==> src/sv/vna_pkg.sv <==
// Shared constants, command/status types and state codes of the vertex normal accumulator.
package vna_pkg;

	localparam int VERTEX_COUNT = 4096;
	localparam int ADDR_W       = $clog2(VERTEX_COUNT);
	localparam int IDX_W        = 12;
	localparam int COORD_WIDTH  = 16;
	localparam int POS_W        = 3 * COORD_WIDTH;
	localparam int EDGE_W       = COORD_WIDTH + 1;
	localparam int FN_W         = 2 * EDGE_W + 1;
	localparam int ACC_W        = 40;
	localparam int MAG_W        = ACC_W;
	localparam int NRM_W        = 31;
	localparam int MUL_W        = 33;
	localparam int PROD_W       = 2 * MUL_W;
	localparam int SUM_W        = 64;
	localparam int LEN_W        = SUM_W / 2;
	localparam int FRAC_OUT     = 14;
	localparam int Q_W          = FRAC_OUT + 1;
	localparam int DIV_W        = LEN_W + FRAC_OUT;
	localparam int OUT_W        = 16;
	localparam int IN_DATA_W    = 88;
	localparam int OUT_DATA_W   = 64;
	localparam int CNT_W        = (ADDR_W > 6) ? ADDR_W : 6;
	localparam int SQRT_STEPS   = SUM_W / 2;
	localparam int DIV_STEPS    = Q_W;

	localparam logic [1:0] MODE_WRITE = 2'd0;
	localparam logic [1:0] MODE_TRI   = 2'd1;
	localparam logic [1:0] MODE_READ  = 2'd2;

	localparam logic [Q_W-1:0] ONE_Q = Q_W'(1 << FRAC_OUT);

	typedef enum logic [4:0] {
		ST_CLEAR,
		ST_IDLE,
		ST_WRITE,
		ST_TRI_RD,
		ST_TRI_EDGE,
		ST_TRI_MUL,
		ST_TRI_ACC_RD,
		ST_TRI_ACC_WR,
		ST_RD_ACC,
		ST_RD_CAP,
		ST_NORM,
		ST_SQ,
		ST_SQRT,
		ST_DIV_LD,
		ST_DIV,
		ST_OUT
	} state_t;

	typedef enum logic [3:0] {
		MO_YZ, MO_ZY, MO_ZX, MO_XZ, MO_XY, MO_YX, MO_SQ0, MO_SQ1, MO_SQ2
	} mul_op_t;

	typedef enum logic [1:0] {
		CN_A, CN_B, CN_C
	} corner_t;

	typedef enum logic [1:0] {
		AS_CLR, AS_A, AS_B, AS_C
	} acc_sel_t;

	typedef struct packed {
		logic              load;
		logic              pos_we;
		corner_t           pos_sel;
		logic              pos_cap;
		logic              edge_ld;
		logic              mul_en;
		mul_op_t           mul_op;
		logic              sum_clr;
		acc_sel_t          acc_sel;
		logic [ADDR_W-1:0] clr_addr;
		logic              acc_we;
		logic              acc_zero;
		logic              mag_ld;
		logic              norm_step;
		logic              res_clr;
		logic              sqrt_ld;
		logic              sqrt_step;
		logic              div_ld;
		logic              div_step;
		logic [1:0]        comp;
		logic              res_st;
		logic              out_ld;
	} vna_cmd_t;

	typedef struct packed {
		logic norm_zero;
		logic norm_ok;
		logic out_busy;
	} vna_status_t;

endpackage

==> src/sv/vna_ctrl.sv <==
// Controller: sequences clearing, vertex writes, triangle accumulation and normal reads.
module vna_ctrl (
	input  logic                 clk,
	input  logic                 arst_n,
	input  logic                 s_tvalid,
	output logic                 s_tready,
	input  logic [1:0]           mode,
	input  vna_pkg::vna_status_t st,
	output vna_pkg::vna_cmd_t    cmd
);
	import vna_pkg::*;

	state_t           state_q, state_d;
	logic [CNT_W-1:0] cnt_q, cnt_d;
	logic [1:0]       comp_q, comp_d;

	always_ff @(posedge clk or negedge arst_n) begin
		if (!arst_n) begin
			state_q <= ST_CLEAR;
			cnt_q   <= '0;
			comp_q  <= '0;
		end else begin
			state_q <= state_d;
			cnt_q   <= cnt_d;
			comp_q  <= comp_d;
		end
	end

	always_comb begin
		state_d      = state_q;
		cnt_d        = cnt_q;
		comp_d       = comp_q;
		s_tready     = 1'b0;
		cmd          = '0;
		cmd.pos_sel  = CN_A;
		cmd.acc_sel  = AS_A;
		cmd.mul_op   = MO_YZ;
		cmd.clr_addr = cnt_q[ADDR_W-1:0];
		cmd.comp     = comp_q;
		case (state_q)
			ST_CLEAR: begin
				cmd.acc_sel  = AS_CLR;
				cmd.acc_we   = 1'b1;
				cmd.acc_zero = 1'b1;
				cnt_d        = cnt_q + 1'b1;
				if (cnt_q == CNT_W'(VERTEX_COUNT - 1)) begin
					cnt_d   = '0;
					state_d = ST_IDLE;
				end
			end
			ST_IDLE: begin
				s_tready = 1'b1;
				cnt_d    = '0;
				comp_d   = '0;
				if (s_tvalid) begin
					cmd.load = 1'b1;
					case (mode)
						MODE_WRITE: state_d = ST_WRITE;
						MODE_TRI:   state_d = ST_TRI_RD;
						MODE_READ:  state_d = ST_RD_ACC;
						default:    state_d = ST_IDLE;
					endcase
				end
			end
			ST_WRITE: begin
				cmd.pos_we   = 1'b1;
				cmd.acc_we   = 1'b1;
				cmd.acc_zero = 1'b1;
				state_d      = ST_IDLE;
			end
			ST_TRI_RD: begin
				// read a, b, c back to back; capture each in the cycle after its read
				cmd.pos_sel = corner_t'(cnt_q[1:0]);
				cmd.pos_cap = (cnt_q != '0);
				cnt_d       = cnt_q + 1'b1;
				if (cnt_q == CNT_W'(3)) begin
					cnt_d   = '0;
					state_d = ST_TRI_EDGE;
				end
			end
			ST_TRI_EDGE: begin
				cmd.edge_ld = 1'b1;
				cmd.sum_clr = 1'b1;
				state_d     = ST_TRI_MUL;
			end
			ST_TRI_MUL: begin
				cmd.mul_op = mul_op_t'(cnt_q[3:0]);
				cmd.mul_en = (cnt_q < CNT_W'(6));
				cnt_d      = cnt_q + 1'b1;
				if (cnt_q == CNT_W'(6)) begin
					cnt_d   = '0;
					comp_d  = '0;
					state_d = ST_TRI_ACC_RD;
				end
			end
			ST_TRI_ACC_RD: begin
				cmd.acc_sel = acc_sel_t'(comp_q + 2'd1);
				state_d     = ST_TRI_ACC_WR;
			end
			ST_TRI_ACC_WR: begin
				cmd.acc_sel = acc_sel_t'(comp_q + 2'd1);
				cmd.acc_we  = 1'b1;
				comp_d      = comp_q + 2'd1;
				state_d     = (comp_q == 2'd2) ? ST_IDLE : ST_TRI_ACC_RD;
			end
			ST_RD_ACC: begin
				state_d = ST_RD_CAP;
			end
			ST_RD_CAP: begin
				cmd.mag_ld = 1'b1;
				state_d    = ST_NORM;
			end
			ST_NORM: begin
				if (st.norm_zero) begin
					cmd.res_clr = 1'b1;
					state_d     = ST_OUT;
				end else if (st.norm_ok) begin
					cmd.sum_clr = 1'b1;
					cnt_d       = '0;
					state_d     = ST_SQ;
				end else begin
					cmd.norm_step = 1'b1;
				end
			end
			ST_SQ: begin
				cmd.mul_op = mul_op_t'(cnt_q[3:0] + 4'd6);
				cmd.mul_en = (cnt_q < CNT_W'(3));
				cnt_d      = cnt_q + 1'b1;
				if (cnt_q == CNT_W'(3)) begin
					cnt_d   = '0;
					state_d = ST_SQRT;
				end
			end
			ST_SQRT: begin
				cmd.sqrt_ld   = (cnt_q == '0);
				cmd.sqrt_step = (cnt_q != '0);
				cnt_d         = cnt_q + 1'b1;
				if (cnt_q == CNT_W'(SQRT_STEPS)) begin
					cnt_d   = '0;
					comp_d  = '0;
					state_d = ST_DIV_LD;
				end
			end
			ST_DIV_LD: begin
				cmd.div_ld = 1'b1;
				cnt_d      = '0;
				state_d    = ST_DIV;
			end
			ST_DIV: begin
				cmd.div_step = (cnt_q < CNT_W'(DIV_STEPS));
				cmd.res_st   = (cnt_q == CNT_W'(DIV_STEPS));
				cnt_d        = cnt_q + 1'b1;
				if (cnt_q == CNT_W'(DIV_STEPS)) begin
					cnt_d   = '0;
					comp_d  = comp_q + 2'd1;
					state_d = (comp_q == 2'd2) ? ST_OUT : ST_DIV_LD;
				end
			end
			ST_OUT: begin
				// hold until the output register is free
				if (!st.out_busy) begin
					cmd.out_ld = 1'b1;
					state_d    = ST_IDLE;
				end
			end
			default: begin
				state_d = ST_IDLE;
			end
		endcase
	end

	a_out_free: assert property (@(posedge clk) disable iff (!arst_n)
		cmd.out_ld |-> !st.out_busy)
		else $error("result loaded over an untaken result");

	a_div_seq: assert property (@(posedge clk) disable iff (!arst_n)
		(state_q == ST_DIV_LD) |=> (state_q == ST_DIV))
		else $error("divide load not followed by divide steps");

	a_norm_excl: assert property (@(posedge clk) disable iff (!arst_n)
		st.norm_zero |-> !st.norm_ok)
		else $error("zero vector reported as normalised");

	a_write_from_idle: assert property (@(posedge clk) disable iff (!arst_n)
		(state_q == ST_WRITE) |-> $past(state_q == ST_IDLE))
		else $error("vertex write entered outside idle");

endmodule

==> config.mk <==
export PLATFORM = sky130hd
export DESIGN_NAME = vna_ctrl
export DESIGN_NICKNAME = d
export VERILOG_FILES = /design/src/sv/vna_pkg.sv /design/src/sv/vna_ctrl.sv
export SDC_FILE = /design/constraint.sdc
export NUM_CORES = 1
export LEC_CHECK = 0
export ABC_CLOCK_PERIOD_IN_PS = 1900
export BUFFER_PORTS_ARGS = -buffer_cell sky130_fd_sc_hd__buf_4
export CORE_MARGIN = 2
export CORE_UTILIZATION = 48
export CTS_CLUSTER_SIZE = 30
export DETAILED_ROUTE_END_ITERATION = 8
export PLACE_DENSITY = 0.78
export SYNTH_ARGS = -nofsm -noshare
export SYNTH_HDL_FRONTEND = slang
export SYNTH_SLANG_ARGS = --single-unit
==> constraint.sdc <==
create_clock -name clk -period 1.9 [get_ports clk]
set_input_delay 0.095 -clock clk [delete_from_list [all_inputs] [get_ports clk]]
set_output_delay 0.095 -clock clk [all_outputs]
set_load 0.005 [all_outputs]
**Word-level counts from Yosys, hierarchy flattened**

Index checks and enable logic that the tools add are counted.

- Magnitude comparators: 3
- Add/subtract/negate cells: 3
- Equal/unequal tests: 34
- Muxes and demuxes: 50
- Reduce and logical (&&, ||, !) cells: 14

Operator list:

| cell | number |
|---|---|
| two-way mux 12 bit | 7 |
| one-hot mux 12 bit (7 select lines) | 1 |
| one-hot mux 5 bit (15 select lines) | 1 |
| two-way mux 5 bit | 10 |
| equality test 5 x 4 -> 1 bit, second input constant | 8 |
| equality test 5 x 3 -> 1 bit, second input constant | 4 |
| inequality test 2 bit, second input constant | 10 |
| two-way mux 1 bit | 18 |
| adder 12 x 1 -> 12 bit, second input constant | 1 |
| equality test 12 bit, second input constant | 1 |
| equality test 12 x 2 -> 1 bit, second input constant | 1 |
| equality test 12 x 3 -> 1 bit, second input constant | 1 |
| equality test 12 x 4 -> 1 bit, second input constant | 1 |
| equality test 12 x 6 -> 1 bit, second input constant | 1 |
| zero test 12 bit | 1 |
| less-than comparator 12 x 2 -> 1 bit, second input constant | 1 |
| less-than comparator 12 x 3 -> 1 bit, second input constant | 1 |
| less-than comparator 12 x 4 -> 1 bit, second input constant | 1 |
| two-way mux 2 bit | 6 |
| one-hot mux 4 bit (3 select lines) | 1 |
| nonzero test 12 bit | 1 |
| equality test 5 x 2 -> 1 bit, second input constant | 2 |
| one-hot mux 2 bit (5 select lines) | 1 |
| one-hot mux 5 bit (2 select lines) | 1 |
| other kinds (18) | 23 |

- Logic and storage cells: 107
- Register bits after elaboration: 19
- Output and inout port bits: 40

**Depth between registers and ports, before layout**

Gate-level depths: netlist (run 1).

- Depth in word-level cells: 4
- Gate-level depth with buffers: 8
- Gate-level depth less buffers: 7

**Worst setup path after synthesis (run 1)**

Ideal clock, no wire load.

- Path type: reg2reg
- From: register cnt_q[1]
- To: register state_q[1]
- Setup time: 0.125 ns
- Cell stages (with the launch flop): 8
- Required time: 1.775 ns
- Period minus slack after synthesis: 2.098 ns
- Arrival: 1.973 ns
- Path slack: -0.198 ns
- Cells stage by stage: dfrtp_1 > inv_1 > ha_1 > nor4bb_1 > a31oi_2 > a221oi_4 > nand3_2 > mux2_4

- Word-level cells in the longest chain between the ends: 3
- Elaborated cells between the ends (all ways): 12
- Those cells by class: 11 x eq/ne; 1 x reduce/logical

Ends and longest elaborated chain:

| what | line | text |
|---|---|---|
| from (decl) | vna_ctrl.sv:14 | `logic [CNT_W-1:0] cnt_q, cnt_d;` |
| from (signal assigned) | vna_ctrl.sv:24 | `cnt_q <= cnt_d;` |
| equality test 12 x 2 -> 1 bit, or another cell as far along | vna_ctrl.sv:76, vna_ctrl.sv:129 |  |
| inequality test 2 bit (no source line) | - |  |
| AND reduction 9 bit (no source line) (*) | - |  |
| to (signal assigned) | vna_ctrl.sv:23 | `state_q <= state_d;` |
| to (decl) | vna_ctrl.sv:13 | `state_t state_q, state_d;` |

Mark *: on every way between the ends. The rest lies on a longest branch, timed or not.
A chain may end at the register's enable or synchronous reset.

**Worst setup path in the final report (run 1)**

- From: register cnt_q[8]
- To: register cnt_q[10]

- Word-level cells in the longest chain between the ends: 3
- Elaborated cells between the ends (all ways): 12
- Those cells by class: 1 x add/sub; 5 x eq/ne; 6 x mux

Ends and longest elaborated chain:

| what | line | text |
|---|---|---|
| adder 12 x 1 -> 12 bit, or another cell as far along | - |  |
| two-way mux 12 bit, on equally long branches | - |  |
| one-hot mux 12 bit (7 select lines) (*) | vna_ctrl.sv:40 | `case (state_q)` |

Marked as above.

==> results.toml, run 1 <==
[die]
dieHeight_um = 64.8
die_w_um = 64.8
dieArea_sq_mm = 0.00420
rows = 22
placeableCoreArea_sq_mm = 0.00361
initial_core_util_pct = 49.2
top_level_ports = 48

[finish]
num-nets-final = 355
final_common_cell = "buf_4"
ff_latch_area_sq_um = 459
final_cell_mix = "buf_4, nor2_1, nand2_1, o21ai_0"
syn2layout_area_growth_pct = 66.4
multi_input_area_sq_mm = 0.00138
drive_gt1_share_pct = 55.0
antenna_cells = 0
fillCellCount = 233
fin_cells = 388

[timing]
min_period_over_period_pct = 118
setup_viol = 25
rsz0062_at_grt = "yes"
setup_tns_ns = -5.85
setup_ws_ns = -0.337
worst_slew_pin_slew_ns = 0.441
max_freq_mhz = 447
relSlewSlack_pct = 70.4
period_needed_ns = 2.24
drv_slew = 0
skew_ns = 0.00764
hold_viol_final = 0

[pwr]
leakage_nw = 1.36
power_mw = 0.712
power.density_mw_per_mm2 = 241
peakVddDrop_mv = 0.370

[critical_path]
crit_start = "cnt_q[8]$_DFFE_PN0P_"
cp_max_fo = 5
ff2ff_path_depth = 6
crit_path_end_kind = "flip-flop"
r2r_slack_ns = -0.34
r2r-end = "cnt_q[10]$_DFFE_PN0P_"
cp.arrival_ns = 2.38
cp-start-kind = "flip-flop"
path_class = "reg -> reg"
crit_end = "cnt_q[10]$_DFFE_PN0P_"
crit-reg2reg-launch = "cnt_q[8]$_DFFE_PN0P_"
required_ns = 2.04

[min_path]
hold_path_depth = 3
hold_class = "in -> reg"

[synthesis]
ys_seq_area_share_pct = 25.4
mappedNetlistNets = 237
synth_mux_area_share_pct = 1.48
synth-seq-cells = 18
synth-compound-area-share_pct = 25.9
synth_edf_count = 0
ys.flop_type = "dfrtp_1"
synthSimpleGateAreaFrac_pct = 35.9
synth_xor_area_share_pct = 1.48
ys.warnings.count = 0
synth_top_family_by_area = "simple AND/OR/NAND/NOR gates"
synth_area_per_cell_sq_um = 7.96
syn_inst = 223
ys_async_sr_fraction_pct = 100
synth_cell_types = 66
synth_fa_ha_area_share_pct = 4.23
netlist_area_sq_mm = 0.00178

[clock_network]
clockBufferDepth = 2
cts-root-buf = "clkbuf_8"
numCtsBuffers = 3
clkTransAtPathRegs_ns = 0.08
clk_latency_ns = 0.27
tritoncts = "built"
htree_levels = 1
numClockSinks = 18

[route]
via_count = 2521
wl_met1_um = 3110
route.met3.wl_um = 856
drtPass1Iterations = 6
highest_layer = "met4"
wl_um = 8330
vias_per_cell = 6.50
wl_met2_um = 3930
wl_per_cell_um = 21.5
drc_errors = 0
postRouteAntennaNets = 0
drtIter0Drc = 392

[grt]
grt_pass1_wl_um = 10900
grt_start_max_net_pins = 19
grt_usage_pct = 33.5
overflow = 0
grt_pass1_vias = 2271
antenna_found_initial = 0

[placement]
dp_cells = 365
dp_hpwl_um = 4790
io_buffers = 47
place_congestion = 0.926

[flow_run]
drv_cap = 0

[outcome]
status = "finished with violations"
violations = "negative setup slack"
[how the worst min path moves through the flow]
stage / start / slack (ns) / endpoint
floorplan: arst_n / -0.20 / cnt_q[0]$_DFFE_PN0P_
global placement: arst_n / -0.02 / state_q[2]$_DFFE_PN0P_
detailed placement: arst_n / -0.01 / state_q[0]$_DFFE_PN0P_
CTS: mode[1] / 0.14 / state_q[3]$_DFFE_PN0P_
global route: st[0] / 0.16 / state_q[3]$_DFFE_PN0P_
finish: mode[1] / 0.14 / state_q[3]$_DFFE_PN0P_
[timing repair]
action / 4_1_cts / 5_1_grt
pin swaps: 10 / 9
cloned: 1 / 0
setup endpoints to repair: 24 / 28
setup buffers: 8 / 10
hold endpoints to repair: 18 / 0
hold buffers: 1 / 0
resized for setup: 23 / 23
[final cells by class]
class	instances	share of cell area, %
inverters	8	1.02
clock buffers	4	1.52
well taps	48	2.03
flip-flops and latches	18	15.5
multi-input cells	183	46.8
repair buffers	127	33.0
[critical path: stages, from the launching register on]
cell	delay (ns)
dfrtp_1	0.44
nor4_4	0.48
nand4_2	0.21
a221oi_4	0.43
and4bb_2	0.35
buf_6	0.15
a21oi_2	0.04
[sequential cells by signal, indices dropped and copies added (netlist names)]
signal,cells
state_q,4
comp_q,2
cnt_q,12
[power breakdown]
part | internal [mW] | switching, mW | leakage [nW]
logic | 0.0117 | 0.0154 | 1.13
clock network | 0.150 | 0.152 | 0.0228
registers | 0.383 | 0 | 0.210
[routing by layer]
metal	GRT usage (%)	vias to the layer above
met4	11.7	0
li1	-	1075
met5	0	-
met1	43.7	1166
met2	56.6	226
met3	4.69	54
[logic make-up (layout without fill, tap and decap cells)]
kind of cell / after synthesis / after routing
AND/OR/NAND/NOR: 110 / 110
AO/OA/AOI/OAI: 62 / 62
buffers and inverters: 22 / 139
flip-flops: 18 / 18
adder cells (fa/ha/maj): 6 / 6
XOR/XNOR: 3 / 3
multiplexers: 2 / 2
[Yosys cell counts (2+ instances only)]
master     n  area [sq um]
clkbuf_1   5          18.8
ha_1       6          75.1
o31ai_1    2          15.0
buf_4      3          22.5
or4_1      2          15.0
nor4_4     2          42.5
nand3b_1   2          15.0
a211oi_1   2          15.0
a31o_2     2          17.5
a21oi_1   17          85.1
inv_1      8          30.0
or3_1      2          12.5
nor4_1     4          25.0
and3_1     4          25.0
xnor2_1    2          17.5
nor2b_1    4          25.0
a311oi_1   2          17.5
nor3_1    15          75.1
and2_1     2          12.5
o21ai_0   14          70.1
nor3b_1    2          15.0
nor2_1    25          93.8
a32oi_1    2          17.5
nand2b_1   3          18.8
buf_2      5          25.0
or4b_2     3          30.0
nand3_1   12          60.1
dfrtp_1   18           450
nand2_1   16          60.1
[per-stage QoR]
step	utilization [%]	setup WS, ns	hold WS (ns)	instance area [sq um]
global route	81.9	-0.389	0.158	2950
global placement	72.1	-0.152	-0.0171	2600
detailed placement	72.1	-0.220	-0.0145	2600
CTS	77.3	-0.149	0.138	2790
finish	81.9	-0.337	0.138	2950
floorplan	-	-0.0410	-0.201	1800
Power figures use the tool's default switching activity.
==> run 2, diff against run 1 <==
--- a/config.mk
+++ b/config.mk
@@ -8,10 +8,11 @@
 export ABC_CLOCK_PERIOD_IN_PS = 1900
 export BUFFER_PORTS_ARGS = -buffer_cell sky130_fd_sc_hd__buf_4
 export CORE_MARGIN = 2
-export CORE_UTILIZATION = 48
+export CORE_UTILIZATION = 49
+export CTS_BUF_LIST = sky130_fd_sc_hd__clkbuf_4 sky130_fd_sc_hd__clkbuf_8
 export CTS_CLUSTER_SIZE = 30
 export DETAILED_ROUTE_END_ITERATION = 8
-export PLACE_DENSITY = 0.78
+export PLACE_DENSITY = 0.79
 export SYNTH_ARGS = -nofsm -noshare
 export SYNTH_HDL_FRONTEND = slang
 export SYNTH_SLANG_ARGS = --single-unit
==> results.toml, run 2 (synthesis gave the netlist of run 1 again) <==
[route]
wl_um = 9210
via_count = 2712
drtPass1Iterations = 6
drc_errors = 0
wl_per_cell_um = 23.4
postRouteAntennaNets = 0
vias_per_cell = 6.88
drtIter0Drc = 568

[critical_path]
ff2ff_path_depth = 7
cp_max_fo = 5
critPathMaxStageDelay_ns = 0.47
r2r-end = "cnt_q[7]$_DFFE_PN0P_"
crit-reg2reg-launch = "cnt_q[7]$_DFFE_PN0P_"
crit_chain = "nor4_4 -> nand4_2 -> a221oi_4 -> buf_4 -> and4bb_2 -> buf_6 -> a21oi_2"
cp-start-kind = "flip-flop"
cp_top_family = "simple AND/OR/NAND/NOR gates"
cp.arrival_ns = 2.54
r2r_slack_ns = -0.45
crit_path_end_kind = "flip-flop"
path_class = "reg -> reg"
required_ns = 2.08
critPathBufInv = 2
cpMaxStageDelayCell = "dfrtp_2"

[die]
rows = 21
top_level_ports = 48
die_w_um = 64.2
initial_core_util_pct = 52.0
placeableCoreArea_sq_mm = 0.00342
dieArea_sq_mm = 0.00412
dieHeight_um = 64.2

[timing]
setup_ws_ns = -0.452
period_needed_ns = 2.35
worst_slew_pin_slew_ns = 0.401
rsz0062_at_grt = "yes"
setup_viol = 30
skew_ns = 0.00399
setup_tns_ns = -7.00
hold_viol_final = 0
min_period_over_period_pct = 124
drv_slew = 0
relSlewSlack_pct = 73.0
max_freq_mhz = 425

[placement]
dp_hpwl_um = 4820
place_area_sq_mm = 0.00263
pre_cts_ws_ns = -0.198
dp_cells = 368
place_congestion = 0.856
io_buffers = 47

[outcome]
violations = "negative setup slack"
status = "finished with violations"

[pwr]
power_frac_seq_pct = 56.8
leakage_nw = 1.41
p_switching_mw = 0.162
peakVddDrop_mv = 0.255
sw_frac_of_total_pct = 24.1
power.density_mw_per_mm2 = 215
clock_power_share_pct = 38.9
comb_power_share_pct = 4.3
power_mw = 0.674
internal_power_mw = 0.512

[grt]
antenna_found_initial = 0
grt_pass1_wl_um = 11800
grt_start_max_net_pins = 19
grt_usage_pct = 37.1
grt_pass1_vias = 2343
overflow = 0

[finish]
fin_area_sq_mm = 0.00313
fin_cells = 394
final_common_cell = "buf_4"
drive_gt1_share_pct = 61.2
final_cell_mix = "buf_4, buf_6, nor2_1, nand2_1, nand3_1"
top_register = "cnt_q"
syn2layout_area_growth_pct = 76.5
antenna_cells = 0
num-nets-final = 363
ff_latch_area_sq_um = 460
largest_reg_flops = 12
biggestRegsByFlops = "cnt_q x12, state_q x4, comp_q x2"
fillCellCount = 137
multi_input_area_sq_mm = 0.00147

[clock_network]
numCtsBuffers = 3
numClockSinks = 18
clkTransAtPathRegs_ns = 0.12
tritoncts = "built"
htree_levels = 1
clockBufferDepth = 2
clk_latency_ns = 0.31
cts-root-buf = "clkbuf_4"

[min_path]
hold_class = "in -> reg"
hold_path_depth = 3
holdPathEnd = "state_q[3]$_DFFE_PN0P_"
min-delay-start = "st[0]"

[flow_run]
drv_cap = 0
## run 2: cell types whose count changed in the layout (fill, tap and decap cells not counted), sizes merged
| cell | before | now |
|---|---|---|
| buf | 125 | 133 |
## run 2: power groups by stage
stage / Combinational (mW) / Sequential, mW / Clock [mW]
2_1_floorplan: 0.00218 / 0.390 / 0
3_3_place_gp: 0.0245 / 0.390 / 0
3_5_place_dp: 0.0243 / 0.390 / 0
4_1_cts: 0.0263 / 0.383 / 0.259
5_1_grt: 0.0308 / 0.383 / 0.279
6_report: 0.0288 / 0.383 / 0.262
## run 2: worst max path at each step
stage | start | cells past startpoint | end | slack, ns
CTS | cnt_q[9]$_DFFE_PN0P_ | 6 | cnt_q[7]$_DFFE_PN0P_ | -0.20
global placement | state_q[1]$_DFFE_PN0P_ | 6 | state_q[1]$_DFFE_PN0P_ | -0.15
floorplan | cnt_q[11]$_DFFE_PN0P_ | 5 | state_q[1]$_DFFE_PN0P_ | -0.04
finish | cnt_q[7]$_DFFE_PN0P_ | 7 | cnt_q[7]$_DFFE_PN0P_ | -0.45
detailed placement | state_q[1]$_DFFE_PN0P_ | 6 | cnt_q[7]$_DFFE_PN0P_ | -0.20
global route | cnt_q[7]$_DFFE_PN0P_ | 7 | cnt_q[7]$_DFFE_PN0P_ | -0.46
## run 2: stage by stage
stage / utilization [%] / hold slack [ns]
floorplan: - / -0.201
global placement: 77.1 / -0.0119
detailed placement: 77.1 / -0.0107
CTS: 82.6 / 0.0929
global route: 91.8 / 0.0825
finish: 91.8 / 0.104
## run 2: worst register-to-register path, delay by kind of cell (launching register included)
kind                   cells  cell delay [ns]
AOI/OAI and AO/OA          2             0.44
buffers and inverters      2             0.34
DFF                        1             0.47
and+or+nand+nor            3             0.97
## run 2: cell type report
| type | count | share of cell area [%] |
|---|---|---|
| Clock buffer | 4 | 1.16 |
| Timing Repair Buffer | 135 | 34.6 |
| Inverter | 8 | 0.958 |
| Multi-Input combinational cell | 183 | 46.7 |
| Sequential cell | 18 | 14.7 |
| Tap cell | 46 | 1.84 |
## run 2: layer usage
| layer | GRT usage (%) | wire [um] | vias to the layer above |
|---|---|---|---|
| met4 | 18.4 | 725 | 0 |
| met1 | 47.2 | 3200 | 1254 |
| met3 | 7.22 | 1190 | 92 |
| li1 | - | - | 1089 |
| met5 | 0 | 0 | - |
| met2 | 59.8 | 4100 | 277 |
## run 2: repair_timing
action                                  CTS  global route
hold endpoints to repair                 18             0
pin swaps                                 7            18
endpoints found under the setup margin   26            30
hold buffers                              1             0
cloned                                    1             0
resized for setup                        30            51
buffers inserted                          6            14
==> run 3, diff against run 2 <==
--- a/config.mk
+++ b/config.mk
@@ -12,6 +12,7 @@
 export CTS_BUF_LIST = sky130_fd_sc_hd__clkbuf_4 sky130_fd_sc_hd__clkbuf_8
 export CTS_CLUSTER_SIZE = 30
 export DETAILED_ROUTE_END_ITERATION = 8
+export GPL_TIMING_DRIVEN = 0
 export PLACE_DENSITY = 0.79
 export SYNTH_ARGS = -nofsm -noshare
 export SYNTH_HDL_FRONTEND = slang
==> results.toml, run 3 (synthesis gave the netlist of run 1 again) <==
[clock_network]
numCtsBuffers = 3
numClockSinks = 18
clockBufferDepth = 2
tritoncts = "built"
htree_levels = 1
clk_latency_ns = 0.32
cts-root-buf = "clkbuf_4"
clkTransAtPathRegs_ns = 0.14

[grt]
antenna_found_initial = 0
grt_usage_pct = 32.9
grt_pass1_wl_um = 10700
overflow = 0
grt_pass1_vias = 2136
grt_start_max_net_pins = 19

[critical_path]
cp_max_fo = 9
crit_start = "cnt_q[6]$_DFFE_PN0P_"
cp-start-kind = "flip-flop"
path_class = "reg -> reg"
crit_path_end_kind = "flip-flop"
required_ns = 2.11
crit-reg2reg-launch = "cnt_q[6]$_DFFE_PN0P_"
cp.arrival_ns = 2.42

[timing]
min_period_over_period_pct = 116
hold_viol_final = 0
drv_slew = 0
max_freq_mhz = 453
skew_ns = 0.00531
period_needed_ns = 2.21
worst_slew_pin_slew_ns = 0.482
setup_ws_ns = -0.305
rsz0062_at_grt = "yes"
setup_tns_ns = -5.09
setup_viol = 27
relSlewSlack_pct = 67.9

[flow_run]
drv_cap = 0

[placement]
io_buffers = 47
pre_cts_ws_ns = -0.403
place_congestion = 0.906
dp_cells = 316
dp_hpwl_um = 3890

[die]
dieHeight_um = 64.2
placeableCoreArea_sq_mm = 0.00342
die_w_um = 64.2
initial_core_util_pct = 52.0
dieArea_sq_mm = 0.00412
top_level_ports = 48
rows = 21

[finish]
final_common_cell = "buf_4"
fin_cells = 362
num-nets-final = 331
antenna_cells = 0
final_cell_mix = "buf_4, nor2_1, nand2_1, a21oi_1, o21ai_0"
syn2layout_area_growth_pct = 65.5
top_register = "cnt_q"
biggestRegsByFlops = "cnt_q x12, state_q x4, comp_q x2"
fin_util_pct = 86.0
largest_reg_flops = 12
drive_gt1_share_pct = 56.6

[route]
drc_errors = 0
drtPass1Iterations = 5
via_count = 2570
vias_per_cell = 7.10
drtIter0Drc = 465
wl_per_cell_um = 22.1
wl_um = 8000
postRouteAntennaNets = 0

[min_path]
hold_class = "in -> reg"
min-delay-start = "st[0]"

[outcome]
violations = "negative setup slack"
status = "finished with violations"

[pwr]
power_mw = 0.692
peakVddDrop_mv = 0.226
power.density_mw_per_mm2 = 236
leakage_nw = 1.26
## run 3: worst paths after layout
path / endpoint / slack, ns / depth (start not counted)
worst max-delay path: cnt_q[10]$_DFFE_PN0P_ / -0.31 / 6
min in group asynchronous: state_q[1]$_DFFE_PN0P_ / 0.16 / 2
worst min-delay path: state_q[3]$_DFFE_PN0P_ / 0.07 / 3
max in group asynchronous: cnt_q[8]$_DFFE_PN0P_ / 1.51 / 2
worst min register to register: comp_q[1]$_DFFE_PN0P_ / 0.57 / 1
worst max register to register: cnt_q[10]$_DFFE_PN0P_ / -0.31 / 6
## run 3: timing repair
item                                    4_1_cts  5_1_grt
hold endpoints to repair                     18        0
setup buffers                                30       11
pin swaps                                    15        9
cloned                                        1        0
endpoints found under the setup margin       29       34
hold buffers                                  1        0
gates resized for setup                      66       35
## run 3: per-layer routing
layer	wire, um	track usage, %	vias up
met2	3460	52.3	276
li1	-	-	1021
met5	0	0	-
met4	555	10.1	0
met1	2960	45.1	1194
met3	1020	6.34	79
## run 3: power by group
part	total [mW]	leakage (nW)	switching (mW)	internal (mW)
clock	0.282	0.0210	0.165	0.117
sequential	0.383	0.206	0	0.383
combinational	0.0272	1.03	0.0155	0.0117
## run 3: through the flow
stage / hold WS [ns] / area [sq um]
global route: 0.113 / 2940
CTS: 0.0482 / 2750
finish: 0.0749 / 2940
global placement: -0.0180 / 2210
floorplan: -0.201 / 1800
detailed placement: -0.0164 / 2210
## run 3: area by class of cell
class,count,area (sq um)
Clock buffer,4,36.3
Inverter,8,32.5
Sequential cell,18,463
Fill cell,176,477
Timing Repair Buffer,89,679
Multi-Input combinational cell,183,1540
Tap cell,46,57.6
Buffer,14,128
## run 3: critical path, cell delays in order (launching register included)
cell and delay, ns:
dfrtp_2 0.46, nor4_4 0.39, nand4_2 0.19, a221oi_4 0.54
and4bb_1 0.30, buf_6 0.16, a21oi_1 0.05
